==> src/rtl/assert_macros.svh <==
// ----------------------------------------------------------------------------
// Assertion macros
// Concurrent assertion shorthands for the sorted key table; they compile to
// nothing when SYNTHESIS is defined.
// ----------------------------------------------------------------------------
`ifndef ASSERT_MACROS_SVH
`define ASSERT_MACROS_SVH

`ifndef SYNTHESIS

// Same-cycle implication, checked on every rising clock edge out of reset.
`define SKT_ASSERT_IMP(label, clk, rst_n, ante, cons) \
    label: assert property (@(posedge clk) disable iff (!rst_n) (ante) |-> (cons)) \
        else $error("skt assertion failed");

// Next-cycle implication, checked on every rising clock edge out of reset.
`define SKT_ASSERT_NXT(label, clk, rst_n, ante, cons) \
    label: assert property (@(posedge clk) disable iff (!rst_n) (ante) |=> (cons)) \
        else $error("skt assertion failed");

`else

`define SKT_ASSERT_IMP(label, clk, rst_n, ante, cons)
`define SKT_ASSERT_NXT(label, clk, rst_n, ante, cons)

`endif

`endif

==> src/rtl/skt_pkg.sv <==
// ----------------------------------------------------------------------------
// Sorted key table package
// Sizes, request and result codes, and the command and status bundles that
// join the controller to the datapath.
// ----------------------------------------------------------------------------
`timescale 1ns / 1ps

package skt_pkg;

    localparam int TABLE_DEPTH = 64;
    localparam int KEY_WIDTH   = 32;

    localparam int KEY_IN_W = 32;
    localparam int STAMP_W  = 32;
    localparam int MODE_W   = 2;
    localparam int STATUS_W = 3;
    localparam int POS_W    = 6;
    localparam int ECNT_W   = 7;

    localparam int IDX_W = (TABLE_DEPTH > 1) ? $clog2(TABLE_DEPTH) : 1;
    localparam int CNT_W = $clog2(TABLE_DEPTH + 1);

    // Request word: key in the low half, time stamp above it.
    localparam int I_NOW_LSB = KEY_IN_W;
    localparam int IN_DATA_W = ((KEY_IN_W + STAMP_W + 7) / 8) * 8;

    // Result word: hit, position, last-used stamp, entry count.
    localparam int O_POS_LSB   = 1;
    localparam int O_STAMP_LSB = O_POS_LSB + POS_W;
    localparam int O_CNT_LSB   = O_STAMP_LSB + STAMP_W;
    localparam int OUT_DATA_W  = ((O_CNT_LSB + ECNT_W + 7) / 8) * 8;

    localparam logic [ECNT_W-1:0] MAX_COUNT = ECNT_W'(TABLE_DEPTH);

    typedef enum logic [MODE_W-1:0] {
        MODE_CHECK  = 2'd0,
        MODE_ADD    = 2'd1,
        MODE_DELETE = 2'd2,
        MODE_PURGE  = 2'd3
    } mode_t;

    typedef enum logic [STATUS_W-1:0] {
        ST_ADDED     = 3'd0,
        ST_REFRESHED = 3'd1,
        ST_DELETED   = 3'd2,
        ST_NOT_FOUND = 3'd3,
        ST_FULL      = 3'd4,
        ST_PURGED    = 3'd5,
        ST_FOUND     = 3'd6
    } status_t;

    typedef struct packed {
        logic [STAMP_W-1:0]   stamp;
        logic [KEY_WIDTH-1:0] key;
    } entry_t;

    typedef struct packed {
        logic    load;      // latch the request and open the search window
        logic    purge;     // empty the table
        logic    srch_cmp;  // narrow the search window on the read entry
        logic    chk_cmp;   // test the entry at the final slot for a match
        logic    refresh;   // rewrite the stamp of the matching entry
        logic    shd_init;  // start closing the gap at the deleted slot
        logic    shd_rd;    // read the entry above the gap
        logic    shd_wr;    // move it down into the gap
        logic    dec;       // one entry fewer
        logic    shu_init;  // start opening a gap at the end of the table
        logic    shu_rd;    // read the entry below the gap
        logic    shu_wr;    // move it up into the gap
        logic    put;       // write the new entry into the gap, one more entry
        logic    emit;      // load the result register
        status_t res_status;
    } cmd_t;

    typedef struct packed {
        mode_t mode;
        logic  search_more;
        logic  found;
        logic  full;
        logic  shd_more;
        logic  shu_more;
        logic  out_free;
    } sts_t;

endpackage

==> src/rtl/skt_ctrl.sv <==
// ----------------------------------------------------------------------------
// Sorted key table controller
// Sequences the binary search, the match check, the shift loops and the
// hand-off of each result to the output register.
// ----------------------------------------------------------------------------
`timescale 1ns / 1ps

module skt_ctrl (
    input  logic          aclk,
    input  logic          aresetn,
    input  logic          s_tvalid,
    output logic          s_tready,
    input  skt_pkg::sts_t sts,
    output skt_pkg::cmd_t cmd
);

    typedef enum logic [3:0] {
        S_IDLE,
        S_LOOKUP,
        S_SRCH_CMP,
        S_CHK_CMP,
        S_DECIDE,
        S_SHD_RD,
        S_SHD_WR,
        S_SHU_RD,
        S_SHU_WR,
        S_DONE
    } state_t;

    state_t           state_reg;
    state_t           state_next;
    skt_pkg::status_t status_reg;
    skt_pkg::status_t status_next;

    always_comb begin
        state_next     = state_reg;
        status_next    = status_reg;
        cmd            = '0;
        cmd.res_status = status_reg;

        case (state_reg)
            S_IDLE: begin
                if (s_tvalid) begin
                    cmd.load   = 1'b1;
                    state_next = S_LOOKUP;
                end
            end
            // The entry at the middle of the window is being read here; once
            // the window is empty that read lands on the final slot.
            S_LOOKUP: begin
                if (sts.mode == skt_pkg::MODE_PURGE) begin
                    cmd.purge   = 1'b1;
                    status_next = skt_pkg::ST_PURGED;
                    state_next  = S_DONE;
                end else if (sts.search_more) begin
                    state_next = S_SRCH_CMP;
                end else begin
                    state_next = S_CHK_CMP;
                end
            end
            S_SRCH_CMP: begin
                cmd.srch_cmp = 1'b1;
                state_next   = S_LOOKUP;
            end
            S_CHK_CMP: begin
                cmd.chk_cmp = 1'b1;
                state_next  = S_DECIDE;
            end
            S_DECIDE: begin
                state_next = S_DONE;
                case (sts.mode)
                    skt_pkg::MODE_CHECK: begin
                        status_next = sts.found ? skt_pkg::ST_FOUND
                                                : skt_pkg::ST_NOT_FOUND;
                    end
                    skt_pkg::MODE_ADD: begin
                        if (sts.found) begin
                            cmd.refresh = 1'b1;
                            status_next = skt_pkg::ST_REFRESHED;
                        end else if (sts.full) begin
                            status_next = skt_pkg::ST_FULL;
                        end else begin
                            cmd.shu_init = 1'b1;
                            status_next  = skt_pkg::ST_ADDED;
                            state_next   = S_SHU_RD;
                        end
                    end
                    skt_pkg::MODE_DELETE: begin
                        if (sts.found) begin
                            cmd.shd_init = 1'b1;
                            status_next  = skt_pkg::ST_DELETED;
                            state_next   = S_SHD_RD;
                        end else begin
                            status_next = skt_pkg::ST_NOT_FOUND;
                        end
                    end
                    default: begin
                        status_next = skt_pkg::ST_PURGED;
                    end
                endcase
            end
            S_SHD_RD: begin
                if (sts.shd_more) begin
                    cmd.shd_rd = 1'b1;
                    state_next = S_SHD_WR;
                end else begin
                    cmd.dec    = 1'b1;
                    state_next = S_DONE;
                end
            end
            S_SHD_WR: begin
                cmd.shd_wr = 1'b1;
                state_next = S_SHD_RD;
            end
            S_SHU_RD: begin
                if (sts.shu_more) begin
                    cmd.shu_rd = 1'b1;
                    state_next = S_SHU_WR;
                end else begin
                    cmd.put    = 1'b1;
                    state_next = S_DONE;
                end
            end
            S_SHU_WR: begin
                cmd.shu_wr = 1'b1;
                state_next = S_SHU_RD;
            end
            S_DONE: begin
                if (sts.out_free) begin
                    cmd.emit   = 1'b1;
                    state_next = S_IDLE;
                end
            end
            default: begin
                state_next = S_IDLE;
            end
        endcase
    end

    always_ff @(posedge aclk) begin
        if (!aresetn) begin
            state_reg  <= S_IDLE;
            status_reg <= skt_pkg::ST_NOT_FOUND;
        end else begin
            state_reg  <= state_next;
            status_reg <= status_next;
        end
    end

    assign s_tready = (state_reg == S_IDLE);

endmodule

==> config.mk <==
export PLATFORM = sky130hd
export DESIGN_NAME = skt_ctrl
export DESIGN_NICKNAME = d
export VERILOG_FILES = /design/src/rtl/assert_macros.svh /design/src/rtl/skt_pkg.sv /design/src/rtl/skt_ctrl.sv
export SDC_FILE = /design/constraint.sdc
export NUM_CORES = 1
export LEC_CHECK = 0
export BUFFER_PORTS_ARGS = -buffer_cell sky130_fd_sc_hd__buf_4
export CAP_MARGIN = 40
export CORE_UTILIZATION = 41
export CTS_CLUSTER_SIZE = 16
export DETAILED_ROUTE_END_ITERATION = 16
export PLACE_DENSITY_LB_ADDON = 0.15
export SLEW_MARGIN = 10
export SYNTH_ARGS = -nofsm -noshare
export SYNTH_HDL_FRONTEND = slang
export SYNTH_SLANG_ARGS = --single-unit
==> constraint.sdc <==
create_clock -name aclk -period 1.24 [get_ports aclk]
set_input_delay 0.062 -clock aclk [delete_from_list [all_inputs] [get_ports aclk]]
set_output_delay 0.062 -clock aclk [all_outputs]
set_load 0.03 [all_outputs]
; ---- Yosys cells after proc, flatten, opt, wreduce, memory -nomap -nowiden
; Cells that the tools add are included.
[totals]
output_inout_bits = 18
wordCells = 66
in_bits = 11
ff_bits = 7
[op_classes]
n_eq_ne = 15
reduce_logical = 5
n_mux = 44
[op_table]
columns = cell, n
row1 = case mux 4 bit (10 select lines), 1
row2 = 2-to-1 mux 1 bit, 28
row3 = 2-to-1 mux 4 bit, 7
row4 = "equality test 4 x 3 -> 1 bit, second input constant", 4
row5 = 2-to-1 mux 3 bit, 4
row6 = case mux 3 bit (3 select lines), 1
row7 = "equality test 4 x 2 -> 1 bit, second input constant", 2
row8 = "equality test 4 bit, second input constant", 2
row9 = case mux 4 bit (2 select lines), 1
row10 = "inequality test 2 bit, second input constant", 3
row11 = case mux 3 bit (2 select lines), 1
row12 = "equality test 2 bit, second input constant", 2
row13 = "equality test 4 x 1 -> 1 bit, second input constant", 1
row14 = zero test 4 bit, 1
row15 = AND reduction 2 bit, 2
row16 = "equality test 2 x 1 -> 1 bit, second input constant", 1
row17 = zero test 2 bit, 1
row18 = 2-to-1 mux 2 bit, 1
row19 = nonzero test 2 bit, 1

; ---- Logic depth before layout (Yosys ltp)
[logic_depth]
word_depth = 4
mapped_depth = 6
depth_no_buf = 6

; ---- Least setup slack after synthesis
; OpenSTA, ideal clock, no wires.
[synth_timing]
path_type = reg-to-output
startpoint = reg state_reg[2]
endpoint = out cmd[16] in the netlist's numbering
t_arrival_ns = 1.990
stages_incl_launch_ff = 4
n_path_buf = 1
path_slack_ns = -0.812
required_time_ns = 1.178
cell_sequence = dfxtp_1 clkbuf_1 nor4_1 and2_1
[synth_rtl]
columns = item, line_no
row1 = from (decl), skt_ctrl.sv:30  ; state_t state_reg;
row2 = from (signal assigned), skt_ctrl.sv:145  ; state_reg <= state_next;
row3 = to (decl), skt_ctrl.sv:14  ; output skt_pkg::cmd_t cmd

==> results by group <==
Synthesis
  – Share of the synthesized area in the top cell type: between 20% and 30%
  – Compound-cell area share of the yosys netlist: 21.31%
  – Mapped Nets: approximately 110
  – Post-synthesis sequential area ratio: 20.40%
  – Commonest cells in the netlist: 9 x nor3_1, 8 x nor2_1, 7 x dfxtp_1, 7 x inv_1, 5 x ha_1
  – EDFF count, synth: 0
  – Mux contribution to synthesized area: ~4.4%
  – Mapped Area: ~690 um2
  – Most frequent cell after synthesis: nor3_1
  – Largest family of logic cells by synthesized area: simple AND/OR/NAND/NOR gates
  – Async SR Flop Fraction: 0%
  – Yosys top cell by area: dfxtp_1
  – Post-Synth XOR/XNOR Area: 0%
  – Gate Count Post-Synth: 92
  – Post-synthesis area per instance: roughly 7.5 um2
  – Main synth FF type: dfxtp_1
  – Post-Synth Adder-Cell Area: 9.107%
  – Synth Warn #: 0
  – Library cells used by synthesis: 37
  – Synth area leaders: dfxtp_1 20%, ha_1 9.1%, nor3_1 6.6%
  – #FFs+latches synth: 7
  – Simple-gate share of the synthesized area: a little over a third

Global route
  – Overflow after GRT: 0
  – Total track usage: 27.34%
  – Initial antenna violation count: 0
  – Pin count of the biggest net entering global routing: 11
  – Vias in the first global route: 921
  – First-pass GRT wire length: about 4 mm

Place
  – Inst Count DP: between 100 and 150
  – RePlAce Congestion: approximately 0.84
  – Place WS: -0.01481 ns
  – Area after DPL: ~1100 um2
  – IO buf count: 28
  – DP HPWL: 1.533 mm

Drt
  – Wire per inst: 16.59 um
  – Final ANT Viol Nets: 0
  – Post-route met1 wirelength: roughly 1.1 mm
  – Metal3 WL: 100 um
  – DR iter-0 viols: 10
  – Vias: about 920
  – Detailed Route WL: roughly 2.6 mm
  – Via/cell ratio: roughly 5.8
  – Top layer in use: met4
  – DR DRC count: 0
  – Met2 wire length: around 1.4 mm
  – Drt pass-1 iters: 4

Timing
  – Worst slew pin tran: ~0.27 ns
  – F_max: 668.4 MHz
  – RSZ-0062 raised after global routing: yes
  – Final setup violation count: 22
  – Final hold vios: 0
  – Clock skew: 0.01148 ns
  – Final Worst Setup Slack: -0.2562 ns
  – Slew HR: between 80% and 90%
  – Period utilisation layout: 120.7%
  – Tmin final: about 1.5 ns
  – Fin. max-slew vios: 0

Die
  – Die ar.: about 1800 um2
  – DIE WIDTH: 42.93 um
  – Initial Util: around 45%
  – Core Box Area: 1541 um2
  – I/O Pins: 29
  – Die height: between 40 and 50 um
  – Row count: 14

Final layout
  – Antenna cells: 0
  – Area grow syn2layout: 97.27%
  – Finished Cell Area: ~1400 um2
  – Final Util: about 88%
  – Layout cells sized above 1: between 50 and 60%
  – Largest register FFs: 4
  – Non-Filler Instances: about 160
  – Filler cells: between 70 and 80
  – Nets: 160

Power and ir drop
  – VDD IR max: ~0.00096 V
  – Lkg Pwr: approximately 0.6 nW
  – P per Cell Area: approximately 1300 nW/um2

Run
  – Max_cap viols: 0

Clock tree
  – CTS tree: done
  – CTS H-tree lvls: 1
  – Worst-skew pair later-pin latency: around 0.26 ns
  – Num CTS Buffers: 3
  – Hold_buf cts: 0
  – Clk buf depth: 2
  – Clk root buf: clkbuf_4
  – Reg clk slew, reported paths: around 0.06 ns
  – CTS sink count: 7

Outcome
  – Failing checks: setup timing
  – Status: finished with violations

Critical path
  – Arrival @ worst endpoint: 1.43 ns
  – Crit start category: flop
  – Critical path class: flop to output port
  – CP Max Fanout: 5
  – Worst Path Required: approximately 1.2 ns
  – Crit end category: output port
  – R2R depth: 6
  – Critical path origin: state_reg[1]$_SDFFE_PN0P_
  – R2R Path Start: state_reg[1]$_SDFFE_PN0P_

Min path
  – Hold path cells: 2
  – Hold path startpoint: aresetn
  – Worst hold-check path type: input port to flop
[worst paths after layout]
path                                end  slack, ns
min          status_reg[1]$_SDFFE_PN1P_       0.07
max reg2reg  status_reg[0]$_SDFFE_PN1P_      -0.19
max                              cmd[7]      -0.26
min reg2reg  status_reg[2]$_SDFFE_PN0P_       0.52
[worst max-delay path, stage by stage, from the launching register on]
cell     delay, ns
dfxtp_4       0.36
nor4b_2       0.30
buf_4         0.20
and3_4        0.20
buf_6         0.13
[power breakdown]
group | switching, W | leakage, nW | total [W] | internal, W
clock network | 0.0000940 | 0.0150 | 0.000217 | 0.000123
registers | 0.0000561 | 0.0597 | 0.000338 | 0.000282
logic | 0.000620 | 0.528 | 0.00123 | 0.000609
[repair_timing]
item,in CTS,in global routing
setup endpoints to repair,18,22
cloned,0,0
hold endpoints to repair,0,0
pin swaps,10,5
buffers inserted,10,2
gates resized for setup,39,8
[placed cells by master, fill, tap and decap left out, drive strengths merged, types with 3 or more instances in the layout]
cell	n
buf	54
nor3	9
nor2	8
inv	7
dfxtp	7
o21ai	6
ha	5
nand2b	4
nand2	4
clkbuf	4
and3	3
a21oi	3
mux2i	3
nor4	3
[cells by family (layout without fill, tap and decap cells)]
logic type      after synthesis  in the layout
compound gates               21             21
fa+ha+maj                     5              5
buf+inv                      14             65
flops                         7              7
mux                           3              3
simple gates                 42             42
[metrics by stage]
stage | hold slack [ns] | TNS, ns | total power (W)
6_report | 0.06727 | -2.572 | 0.001785
5_1_grt | 0.06316 | -3.499 | 0.001866
4_1_cts | 0.04001 | -1.921 | 0.001694
3_5_place_dp | 0.3175 | -0.01481 | 0.001242
3_3_place_gp | 0.3126 | 0 | 0.001224
2_1_floorplan | 0.1735 | -1.238 | 0.0009061
[metal layers]
metal / global-route usage, % / up-vias
met5: 0 / -
met4: 5.455 / 0
met3: 2.979 / 2
met2: 52.42 / 31
met1: 32.21 / 445
li1: - / 437
[area by class of cell]
type / count / area, um2 / share of cell area [%]
clock buffers: 4 / 26.28 / 1.939
inverters: 7 / 26.28 / 1.939
multi-input cells: 71 / 641.9 / 47.37
flip-flops and latches: 7 / 152.6 / 11.26
well taps: 16 / 20.02 / 1.477
repair buffers: 54 / 488.0 / 36.01
(Power assumes the default switching activity.)
